[src/sv/cre_pkg.sv]
package cre_pkg;

  localparam int KEY_W    = 64;
  localparam int KEY_REGS = 6;
  localparam int CFG_IW   = 3;

  localparam logic [1:0] CMD_FEED  = 2'd0;
  localparam logic [1:0] CMD_READ  = 2'd1;
  localparam logic [1:0] CMD_CLEAR = 2'd2;

  localparam logic [7:0] CH_CR    = 8'h0d;
  localparam logic [7:0] CH_LF    = 8'h0a;
  localparam logic [7:0] CH_COMMA = 8'h2c;
  localparam logic [7:0] CH_ZERO  = 8'h30;
  localparam logic [7:0] CH_NINE  = 8'h39;

  typedef enum logic [2:0] {
    OP_CHAR,
    OP_COMMA,
    OP_EOL,
    OP_END,
    OP_READ,
    OP_CLEAR,
    OP_NOP
  } op_kind_t;

  typedef struct packed {
    logic [1:0] cmd;
    logic [7:0] text_byte;
    logic [8:0] read_index;
  } in_t;

  typedef struct packed {
    logic       matched;
    logic       end_of_data;
    logic [8:0] code_count;
    logic [9:0] code_value;
  } out_t;

  typedef struct packed {
    op_kind_t   kind;
    logic [7:0] ch;
    logic [8:0] idx;
  } op_t;

endpackage

[src/sv/cre_queue.sv]
module cre_queue
  import cre_pkg::*;
(
  input  logic clk,
  input  logic rst_n,
  input  logic push,
  input  op_t  push_op,
  output logic full,
  input  logic pop,
  output logic q_valid,
  output op_t  q_op
);

  op_t        ent_r [2];
  logic       wr_ptr_r, wr_ptr_nxt;
  logic       rd_ptr_r, rd_ptr_nxt;
  logic [1:0] cnt_r, cnt_nxt;

  assign full    = (cnt_r == 2'd2);
  assign q_valid = (cnt_r != 2'd0);
  assign q_op    = ent_r[rd_ptr_r];

  always_comb begin
    wr_ptr_nxt = wr_ptr_r ^ push;
    rd_ptr_nxt = rd_ptr_r ^ pop;
    cnt_nxt    = cnt_r + {1'b0, push} - {1'b0, pop};
  end

  always_ff @(posedge clk) begin
    if (!rst_n) begin
      wr_ptr_r <= 1'b0;
      rd_ptr_r <= 1'b0;
      cnt_r    <= 2'd0;
    end else begin
      wr_ptr_r <= wr_ptr_nxt;
      rd_ptr_r <= rd_ptr_nxt;
      cnt_r    <= cnt_nxt;
    end
  end

  always_ff @(posedge clk) begin
    if (push) begin
      ent_r[wr_ptr_r] <= push_op;
    end
  end

endmodule

[config.mk]
export PLATFORM = sky130hd
export DESIGN_NAME = cre_queue
export DESIGN_NICKNAME = d
export VERILOG_FILES = /design/src/sv/cre_pkg.sv /design/src/sv/cre_queue.sv
export SDC_FILE = /design/constraint.sdc
export NUM_CORES = 1
export LEC_CHECK = 0
export BUFFER_PORTS_ARGS = -buffer_cell sky130_fd_sc_hd__buf_2
export CAP_MARGIN = 10
export CORE_UTILIZATION = 38
export CTS_CLUSTER_SIZE = 12
export DETAILED_ROUTE_END_ITERATION = 12
export SLEW_MARGIN = 40
export SYNTH_ARGS = -nofsm -noshare
export SYNTH_HDL_FRONTEND = slang
export SYNTH_SLANG_ARGS = --single-unit
[constraint.sdc]
create_clock -name clk -period 3.24 [get_ports clk]
set_clock_uncertainty 0.05 [all_clocks]
set_input_delay 0.324 -clock clk [delete_from_list [all_inputs] [get_ports clk]]
set_output_delay 0.324 -clock clk [all_outputs]
set_load 0.05 [all_outputs]
==> reports/metrics.cfg <==
[power_and_ir_drop]
p_int_uw = 900.2
clkPwrFrac_pct = 25.2
pwr-share-comb_pct = 19.7
swShare_pct = 28.88
seqPwrFrac_pct = 55.0
max-vdd-ir-drop_uv = 283.1
p_leak_nw = 0.7946
power_switching_uw = 365.6
powerDensity_mw_per_mm2 = 620.7

[finish]
drive_above_1_share_pct = 41.04
layout_commonest_cell = buf_2
fin_nets = 161
stdcell_count = 184
area_growth_pct = 21.55
mostFrequentLayoutCells = 45 x buf_2, 40 x edfxtp_1, 20 x mux2_1
antenna_cells = 0

[timing]
setup_viol = 0
maxSlewViolCount = 0
clock.fmax_ghz = 0.5235
rsz0062_at_grt = no
tns_ns = 0
finalCritPeriodShare_pct = 58.96
min_period_ns = 1.910
slew_headroom_pct = 66.00
max_slew.worst_pin.slew_ns = 0.5100
finalHoldViolCount = 0

[worst_setup_path]
cp_cell_sequence = mux2_1 > buf_2
path_buf_inv = 1
critPathTopFamily = flip-flops
critPathMaxFanout = 20
required_ns = 2.87
arrival_ns = 1.54
max_stage_delay_ns = 0.64
start_kind = flop
r2r_start = wr_ptr_r
worst_r2r_endpoint = ent_r[0][16]
r2r_slack_ns = 1.93
crit_type = reg -> out
slowest_stage = dfxtp_2
rr_worst_depth = 2
end_kind = primary output

[min_path]
hp-start = push_op[18]
worstHoldPathType = in -> reg
min_delay_worst_endpoint = ent_r[0][18]
min_path_cells = 1

[clock_network]
cts.htree.levels = 2
postCtsHoldBufs = 0
cts_setup_buffers = 0
cts_resized = 0
root_buffer = clkbuf_8
numCtsBuffers = 5
cts.sinks = 45
clk_latency_ns = 0.29
clkTransAtPathRegs_ns = 0.08
clockBufferDepth = 2
cts_tree = built

[synth]
synth_xor_area_share_pct = 1.864
syn_area_per_cell_sq_um = 20.22
netlist_area_sq_mm = 0.001678
synthMuxAreaShare_pct = 13.42
syn-num-nets = 111
synth_compound_gate_area_share_pct = 0
yosysUniqueCellTypes = 11
syn_inst = 83
synth_top_family_by_area = multiplexers
synth-simple-area-share_pct = 2.610
ys_seq_area_share_pct = 77.55
ys_ff_latch = 45
yosysWarnings = 0
synth_fa_ha_area_share_pct = 2.983

[global_routing]
antenna_found_initial = 0
grt_first_pass_wirelength_microns = 3870
grt_pass1_vias = 875
grt_overflow = 0
grt_util_all_layers_pct = 12.33
grt_max_degree = 21

[drt]
via_count = 844
wirelength_microns = 2631
detail-route-antenna-nets = 0
drc = 0
drt_iter0_drc = 54
firstDrtPassIters = 4
routedWlPerCell_microns = 14.30
via_per_inst = 4.587

[placement]
numPlacedInstances = 176
portBuffers = 45
routabilityCongestion = 0.5848
hpwl_microns = 1826

[floorplan]
die_w_microns = 68.45
die_y_microns = 68.45
core_area_sq_mm = 0.004115
start_util_pct = 40.77
row_count = 23
die_area_sq_mm = 0.004685
ioPinCount = 46

[run_status]
run_status = finished clean

[job]
cap_violations = 0

worst max path at each step:
| stage | to | startpoint | cells after the start | slack (ns) |
|---|---|---|---|---|
| 6_report | q_op[2] | flop | 2 | 1.33 |
| 5_1_grt | q_op[2] | flop | 2 | 1.23 |
| 4_1_cts | q_op[2] | flop | 2 | 1.28 |
| 3_5_place_dp | q_op[2] | flop | 2 | 1.61 |
| 3_3_place_gp | q_op[13] | flop | 2 | 1.33 |
| 2_1_floorplan | full | cnt_r[1] | 1 | 1.81 |
stage by stage:
step	instance area, sq um	util [%]	setup slack, ns	hold slack [ns]	power, mW
global route	2039	49.56	1.235	0.1572	1.317
finish	2039	49.56	1.330	0.1716	1.266
global placement	1951	47.40	1.326	0.4620	0.9558
detailed placement	1957	47.55	1.606	0.4677	0.9638
floorplan	1678	-	1.807	0.3729	0.8989
CTS	2039	49.56	1.283	0.1649	1.280
area by class of cell:
class | instances | area (sq um)
fillers | 376 | 2076
multi-input cells | 33 | 355.3
repair buffers | 45 | 225.2
flip-flops and latches | 45 | 1303
clock inverters | 2 | 10.01
inverters | 3 | 11.26
clock buffers | 6 | 72.57
well taps | 50 | 62.56
synthesized netlist by cell type:
cell      instances  area (sq um)
and2_1            3         18.77
xor2_1            1         8.760
edfxtp_1         40          1201
inv_1             3         11.26
dfxtp_1           5         100.1
nor2b_1           3         18.77
buf_4             2         15.01
mux2_1           20         225.2
ha_1              4         50.05
or2_1             1         6.260
xnor3_1           1         22.52
power by group through the flow:
stage | Sequential [mW] | Clock, mW | Combinational, mW
after floorplan | 0.697 | 0 | 0.202
after global placement | 0.708 | 0 | 0.248
after detailed placement | 0.712 | 0 | 0.252
after CTS | 0.698 | 0.328 | 0.253
after global routing | 0.702 | 0.350 | 0.265
final | 0.697 | 0.319 | 0.250
flip-flops by register name, indices dropped and copies added, names as in the netlist, named ones only:
name and flops:
ent_r 40, cnt_r 2, rd_ptr_r 1, wr_ptr_r 1
cells by family after synthesis:
kind of cell,count (synthesis)
buffers and inverters,5
xor gates and xnor gates,2
muxes,20
and+or+nand+nor,7
DFF,45
adders and majority gates,4
per-layer routing:
metal / global-route usage (%) / vias up / routed length, microns / part of all wire, %
met1: 12.20 / 408 / 1015 / 39
li1: - / 409 / - / -
met4: 6.250 / 0 / 38 / 1.4
met5: 0 / - / 0 / 0
met3: 5.000 / 4 / 159 / 6.0
met2: 21.94 / 23 / 1418 / 54
Power figures use the tool's default switching activity.
