===== config.mk =====
export PLATFORM = sky130hd
export DESIGN_NAME = cre_front
export DESIGN_NICKNAME = d
export VERILOG_FILES = /design/src/sv/cre_pkg.sv /design/src/sv/cre_front.sv
export SDC_FILE = /design/constraint.sdc
export NUM_CORES = 1
export LEC_CHECK = 0
export ABC_AREA = 1
export BUFFER_PORTS_ARGS = -buffer_cell sky130_fd_sc_hd__buf_4
export CORE_AREA = 2 2 39 41
export DETAILED_ROUTE_END_ITERATION = 16
export DIE_AREA = 0 0 41 43
export PLACE_DENSITY_LB_ADDON = 0.08
export SLEW_MARGIN = 20
export SYNTH_ARGS = -nofsm -noshare
export SYNTH_HDL_FRONTEND = slang
export SYNTH_SLANG_ARGS = --single-unit
export TNS_END_PERCENT = 1

===== constraint.sdc =====
create_clock -name vclk -period 2.3
set_input_delay 0.69 -clock vclk [all_inputs]
set_output_delay 0.69 -clock vclk [all_outputs]
set_load 0.005 [all_outputs]

===== src/sv/cre_pkg.sv =====
package cre_pkg;

  localparam int KEY_W    = 64;
  localparam int KEY_REGS = 6;
  localparam int CFG_IW   = 3;

  localparam logic [1:0] CMD_FEED  = 2'd0;
  localparam logic [1:0] CMD_READ  = 2'd1;
  localparam logic [1:0] CMD_CLEAR = 2'd2;

  localparam logic [7:0] CH_CR    = 8'h0d;
  localparam logic [7:0] CH_LF    = 8'h0a;
  localparam logic [7:0] CH_COMMA = 8'h2c;
  localparam logic [7:0] CH_ZERO  = 8'h30;
  localparam logic [7:0] CH_NINE  = 8'h39;

  typedef enum logic [2:0] {
    OP_CHAR,
    OP_COMMA,
    OP_EOL,
    OP_END,
    OP_READ,
    OP_CLEAR,
    OP_NOP
  } op_kind_t;

  typedef struct packed {
    logic [1:0] cmd;
    logic [7:0] text_byte;
    logic [8:0] read_index;
  } in_t;

  typedef struct packed {
    logic       matched;
    logic       end_of_data;
    logic [8:0] code_count;
    logic [9:0] code_value;
  } out_t;

  typedef struct packed {
    op_kind_t   kind;
    logic [7:0] ch;
    logic [8:0] idx;
  } op_t;

endpackage


===== src/sv/cre_front.sv =====
module cre_front
  import cre_pkg::*;
(
  input  in_t in_data,
  output op_t op
);

  always_comb begin
    op.ch  = in_data.text_byte;
    op.idx = in_data.read_index;
    unique case (in_data.cmd)
      CMD_FEED: begin
        if (in_data.text_byte == 8'd0) begin
          op.kind = OP_END;
        end else if (in_data.text_byte == CH_CR || in_data.text_byte == CH_LF) begin
          op.kind = OP_EOL;
        end else if (in_data.text_byte == CH_COMMA) begin
          op.kind = OP_COMMA;
        end else begin
          op.kind = OP_CHAR;
        end
      end
      CMD_READ:  op.kind = OP_READ;
      CMD_CLEAR: op.kind = OP_CLEAR;
      default:   op.kind = OP_NOP;
    endcase
  end

endmodule


==> impl_metrics.ini, run 1 <==
[power_and_ir_drop]
p_int_uw = 30.55
pwr-share-comb_pct = 100.0
p_switching_uw = 22.50
power_frac_seq_pct = 0
clockPowerShare_pct = 0
p_per_area_mw_per_mm2 = 151.4
switching_share_pct = 42.42
p_leak_uw = 0.0002313
ir_drop_v = 0.00004317

[global_route]
antenna_found_initial = 0
grt_use_total_pct = 5.594
grt_pass1_vias = 192
grt-ovfl-total = 0
grt_pass1_wl_um = 745
grt_max_degree = 6

[floorplanning]
core_sq_mm = 0.001384
rows = 14
dieArea_sq_mm = 0.001763
die_width_um = 41
pin_count = 39
initial_core_util_pct = 21.70
die_y_um = 43

[critical_path]
endpoint_kind = primary output
timing.critical_path.slowest_cell_delay_ns = 0.24
crit_path_cell_trace = buf_4 > inv_1 > ha_1 > inv_1 > nor2_1 > a21oi_1 > buf_4
critPathTopFamily = buffers and inverters
path_max_fanout = 3
crit_slowest_cell = ha_1
critPathArrivalTime_ns = 1.44
path_buf_inv = 4
cp.required_ns = 1.61
crit_start = in_data[17]
cp-start-kind = primary input
path_class = in2out

[synthesis]
syn_inst = 55
ys_seq_area_share_pct = 0
synth_area_sq_um = 300.3
synth.distinct_cells = 9
synth_area_per_cell_sq_um = 5.460
yosysWarnings = 0
synth_nets = 76

[detailed_routing]
ant_nets = 0
dr.pass1.iters = 4
vias_per_cell = 3.693
drt_wl_total_um = 544
drc = 0
vias = 277
drt_iter0_drc = 1
post_drt_wl_per_cell_um = 7.253

[timing]
rsz0062_at_grt = false
tightestPinTransition_ns = 0.1602
slew_violations = 0
finalCritPeriodShare_pct = 92.52
finalSetupTns_ns = 0
fmax_mhz = 469.9
period_needed_ns = 2.128
max_slew_margin_pct = 89.31
setup_viol_count_final = 0
hold_viol = 0

[clocking]
cts_hold_buf = 0
post_cts_buffers = 0
cts_resized = 0

[job]
cap_viol_max_count = 0

[finish]
syn_to_final_growth_pct = 16.67
diodes = 0
num-nets-final = 82
fillers = 164
nClkBuffers = 0
drive_gt1_share_pct = 38.98
final-seq-area_sq_um = 0
flops_and_latches = 0
stdcell_count = 75
layout_commonest_cell = buf_4
final_cell_mix = buf_4, inv_1, nand2_1

[place]
place.gp.congestion = 0.6615
port_buffers = 21
dp.cells = 75

[status]
outcome = finished, final reports clean

[hold_path]
hp-start = in_data[2]
hp-class = in2out
-- layer usage --
layer	global-route usage, %	wire, um	share of wire (%)	up-vias
met3	0	88	16	0
met1	8.228	223	41	109
met5	0	0	0	-
li1	-	-	-	153
met2	9.063	232	43	15
met4	0.6667	0	0	0
-- cell families after synthesis --
family                     share of synthesized area (%)
and+or+nand+nor                                    32.50
AOI/OAI and AO/OA                                  1.665
buffers and inverters                              57.50
adders and majority gates                          8.332
-- area by class of cell --
| cell class | count | area, sq um | area share [%] |
|---|---|---|---|
| multi-input combinational | 26 | 127.6 | 36.43 |
| inverter | 12 | 45.04 | 12.86 |
| tap | 16 | 20.02 | 5.714 |
| timing repair buffer | 21 | 157.7 | 45.00 |
-- power by group through the flow --
stage          logic [uW]  clock network, uW  registers (uW)
6_report             53.0                  0               0
5_1_grt              59.8                  0               0
4_1_cts              54.2                  0               0
3_5_place_dp         54.0                  0               0
3_3_place_gp         54.3                  0               0
2_1_floorplan        40.5                  0               0
-- metrics by stage --
| stage | instance area (sq um) | power [uW] | hold WS [ns] | util [%] | setup slack [ns] |
|---|---|---|---|---|---|
| detailed placement | 350.3 | 53.96 | 1.380 | 25.32 | 0.1663 |
| CTS | 350.3 | 54.17 | 1.380 | 25.32 | 0.1574 |
| global route | 350.3 | 59.77 | 1.380 | 25.32 | 0.05237 |
| floorplan | 300.3 | 40.47 | 1.461 | - | 0.3925 |
| finish | 350.3 | 53.05 | 1.380 | 25.32 | 0.1720 |
| global placement | 350.3 | 54.26 | 1.380 | 25.32 | 0.1495 |
-- cells in the mapped netlist --
cell type  instances  share of area (%)
a21oi_1            1                1.7
ha_1               2                8.3
nand4_1            2                4.2
buf_4             17                 42
nand3_1            1                1.7
nand2_1           10                 13
nor2_1             8                 10
nor2_2             2                4.2
inv_1             12                 15
-- final timing paths --
path / slack [ns] / cells past startpoint / to
worst max-delay path: 0.17 / 7 / op[18]
worst min-delay path: 1.38 / 0 / op[2]
Note: power is estimated with default switching activity, not from simulation.
==> inputs of run 2 (changes only) <==
PLACE_DENSITY = 0.67   (was unset)
PLACE_DENSITY_LB_ADDON = unset   (was 0.08)
==> run 2 against run 1 <==
Net effect: combinational power hardly changed; cell area stayed put; core utilization stayed put; largest power group unchanged; sequential share of layout area stayed put; highest routed layer unchanged.
==> impl_metrics.ini, run 2 (synthesis results as in run 1) <==
[status]
outcome = finished, final reports clean

[place]
place_ws_ns = 0.1793
dp.cells = 75
port_buffers = 21
hpwl_um = 458.1
place.gp.congestion = 0.7442
postPlaceCellArea_sq_um = 350.3

[timing]
hold_viol = 0
max_slew_margin_pct = 88.94
timing.hold.ws_ns = 1.380
fin_ws_ns = 0.1836
rsz0062_at_grt = false
period_needed_ns = 2.116
fmax_mhz = 472.5
finalCritPeriodShare_pct = 92.02
finalSetupTns_ns = 0
setup_viol_count_final = 0
tightestPinTransition_ns = 0.1657
slew_violations = 0

[power_and_ir_drop]
ir_drop_v = 0.00004415
p_per_area_mw_per_mm2 = 150.8
p_leak_uw = 0.0002313

[finish]
num-nets-final = 82
flops_and_latches = 0
syn_to_final_growth_pct = 16.67
final_area_sq_um = 350.3
final_cell_mix = buf_4, inv_1, nand2_1
nClkBuffers = 0
drive_gt1_share_pct = 38.98
layout_commonest_cell = buf_4
final-seq-area_sq_um = 0
stdcell_count = 75
diodes = 0

[floorplanning]
die_width_um = 41
die_y_um = 43
pin_count = 39
rows = 14
dieArea_sq_mm = 0.001763
initial_core_util_pct = 21.70
core_sq_mm = 0.001384

[global_route]
antenna_found_initial = 0
grt_use_total_pct = 5.195
grt_max_degree = 6
grt_pass1_wl_um = 710
grt-ovfl-total = 0
grt_pass1_vias = 184

[critical_path]
cp.required_ns = 1.61
endpoint_kind = primary output
cp-start-kind = primary input
path_max_fanout = 3
path_class = in2out
critPathArrivalTime_ns = 1.43

[detailed_routing]
drc = 0
vias = 271
post_drt_wl_per_cell_um = 6.773
drt_wl_total_um = 508
drt_iter0_drc = 5
ant_nets = 0
vias_per_cell = 3.613
dr.pass1.iters = 3

[clocking]
cts_hold_buf = 0
cts_resized = 0
post_cts_buffers = 0

[hold_path]
hp-class = in2out
hold-path-cell-count = 0

[job]
cap_viol_max_count = 0
run 2: power breakdown:
part	switching [uW]	internal, uW
sequential	0	0
combinational	22.3	30.5
clock	0	0
total	22.3	30.5
run 2: worst paths after layout:
| kind | startpoint | to | slack [ns] |
|---|---|---|---|
| max | in_data[14] | op[18] | 0.18 |
| min | in_data[0] | op[0] | 1.38 |
run 2: critical path, cell delays in order:
cell	delay, ns
buf_4	0.12
nor2_1	0.15
nand2_1	0.09
nor2_1	0.10
nor2_1	0.04
a21oi_1	0.11
buf_4	0.12
run 2: final cells by class:
| class | count | area [sq um] |
|---|---|---|
| fillers | 160 | 1033 |
| repair buffers | 21 | 157.7 |
| well taps | 16 | 20.02 |
| multi-input cells | 26 | 127.6 |
| inverters | 12 | 45.04 |
run 2: routing by layer:
metal  wire, um  global-route usage (%)  part of all wire, %  up-vias
met4          0                   2.667                    0        0
met5          0                       0                    0        -
met3         64                       0                   13        0
li1           -                       -                    -      151
met1        199                   7.595                   39      108
met2        244                   7.500                   48       12
run 2: through the flow:
step / util (%) / power (uW)
floorplan: - / 40.47
global placement: 25.32 / 53.05
detailed placement: 25.32 / 53.73
CTS: 25.32 / 53.91
global route: 25.32 / 58.79
finish: 25.32 / 52.82
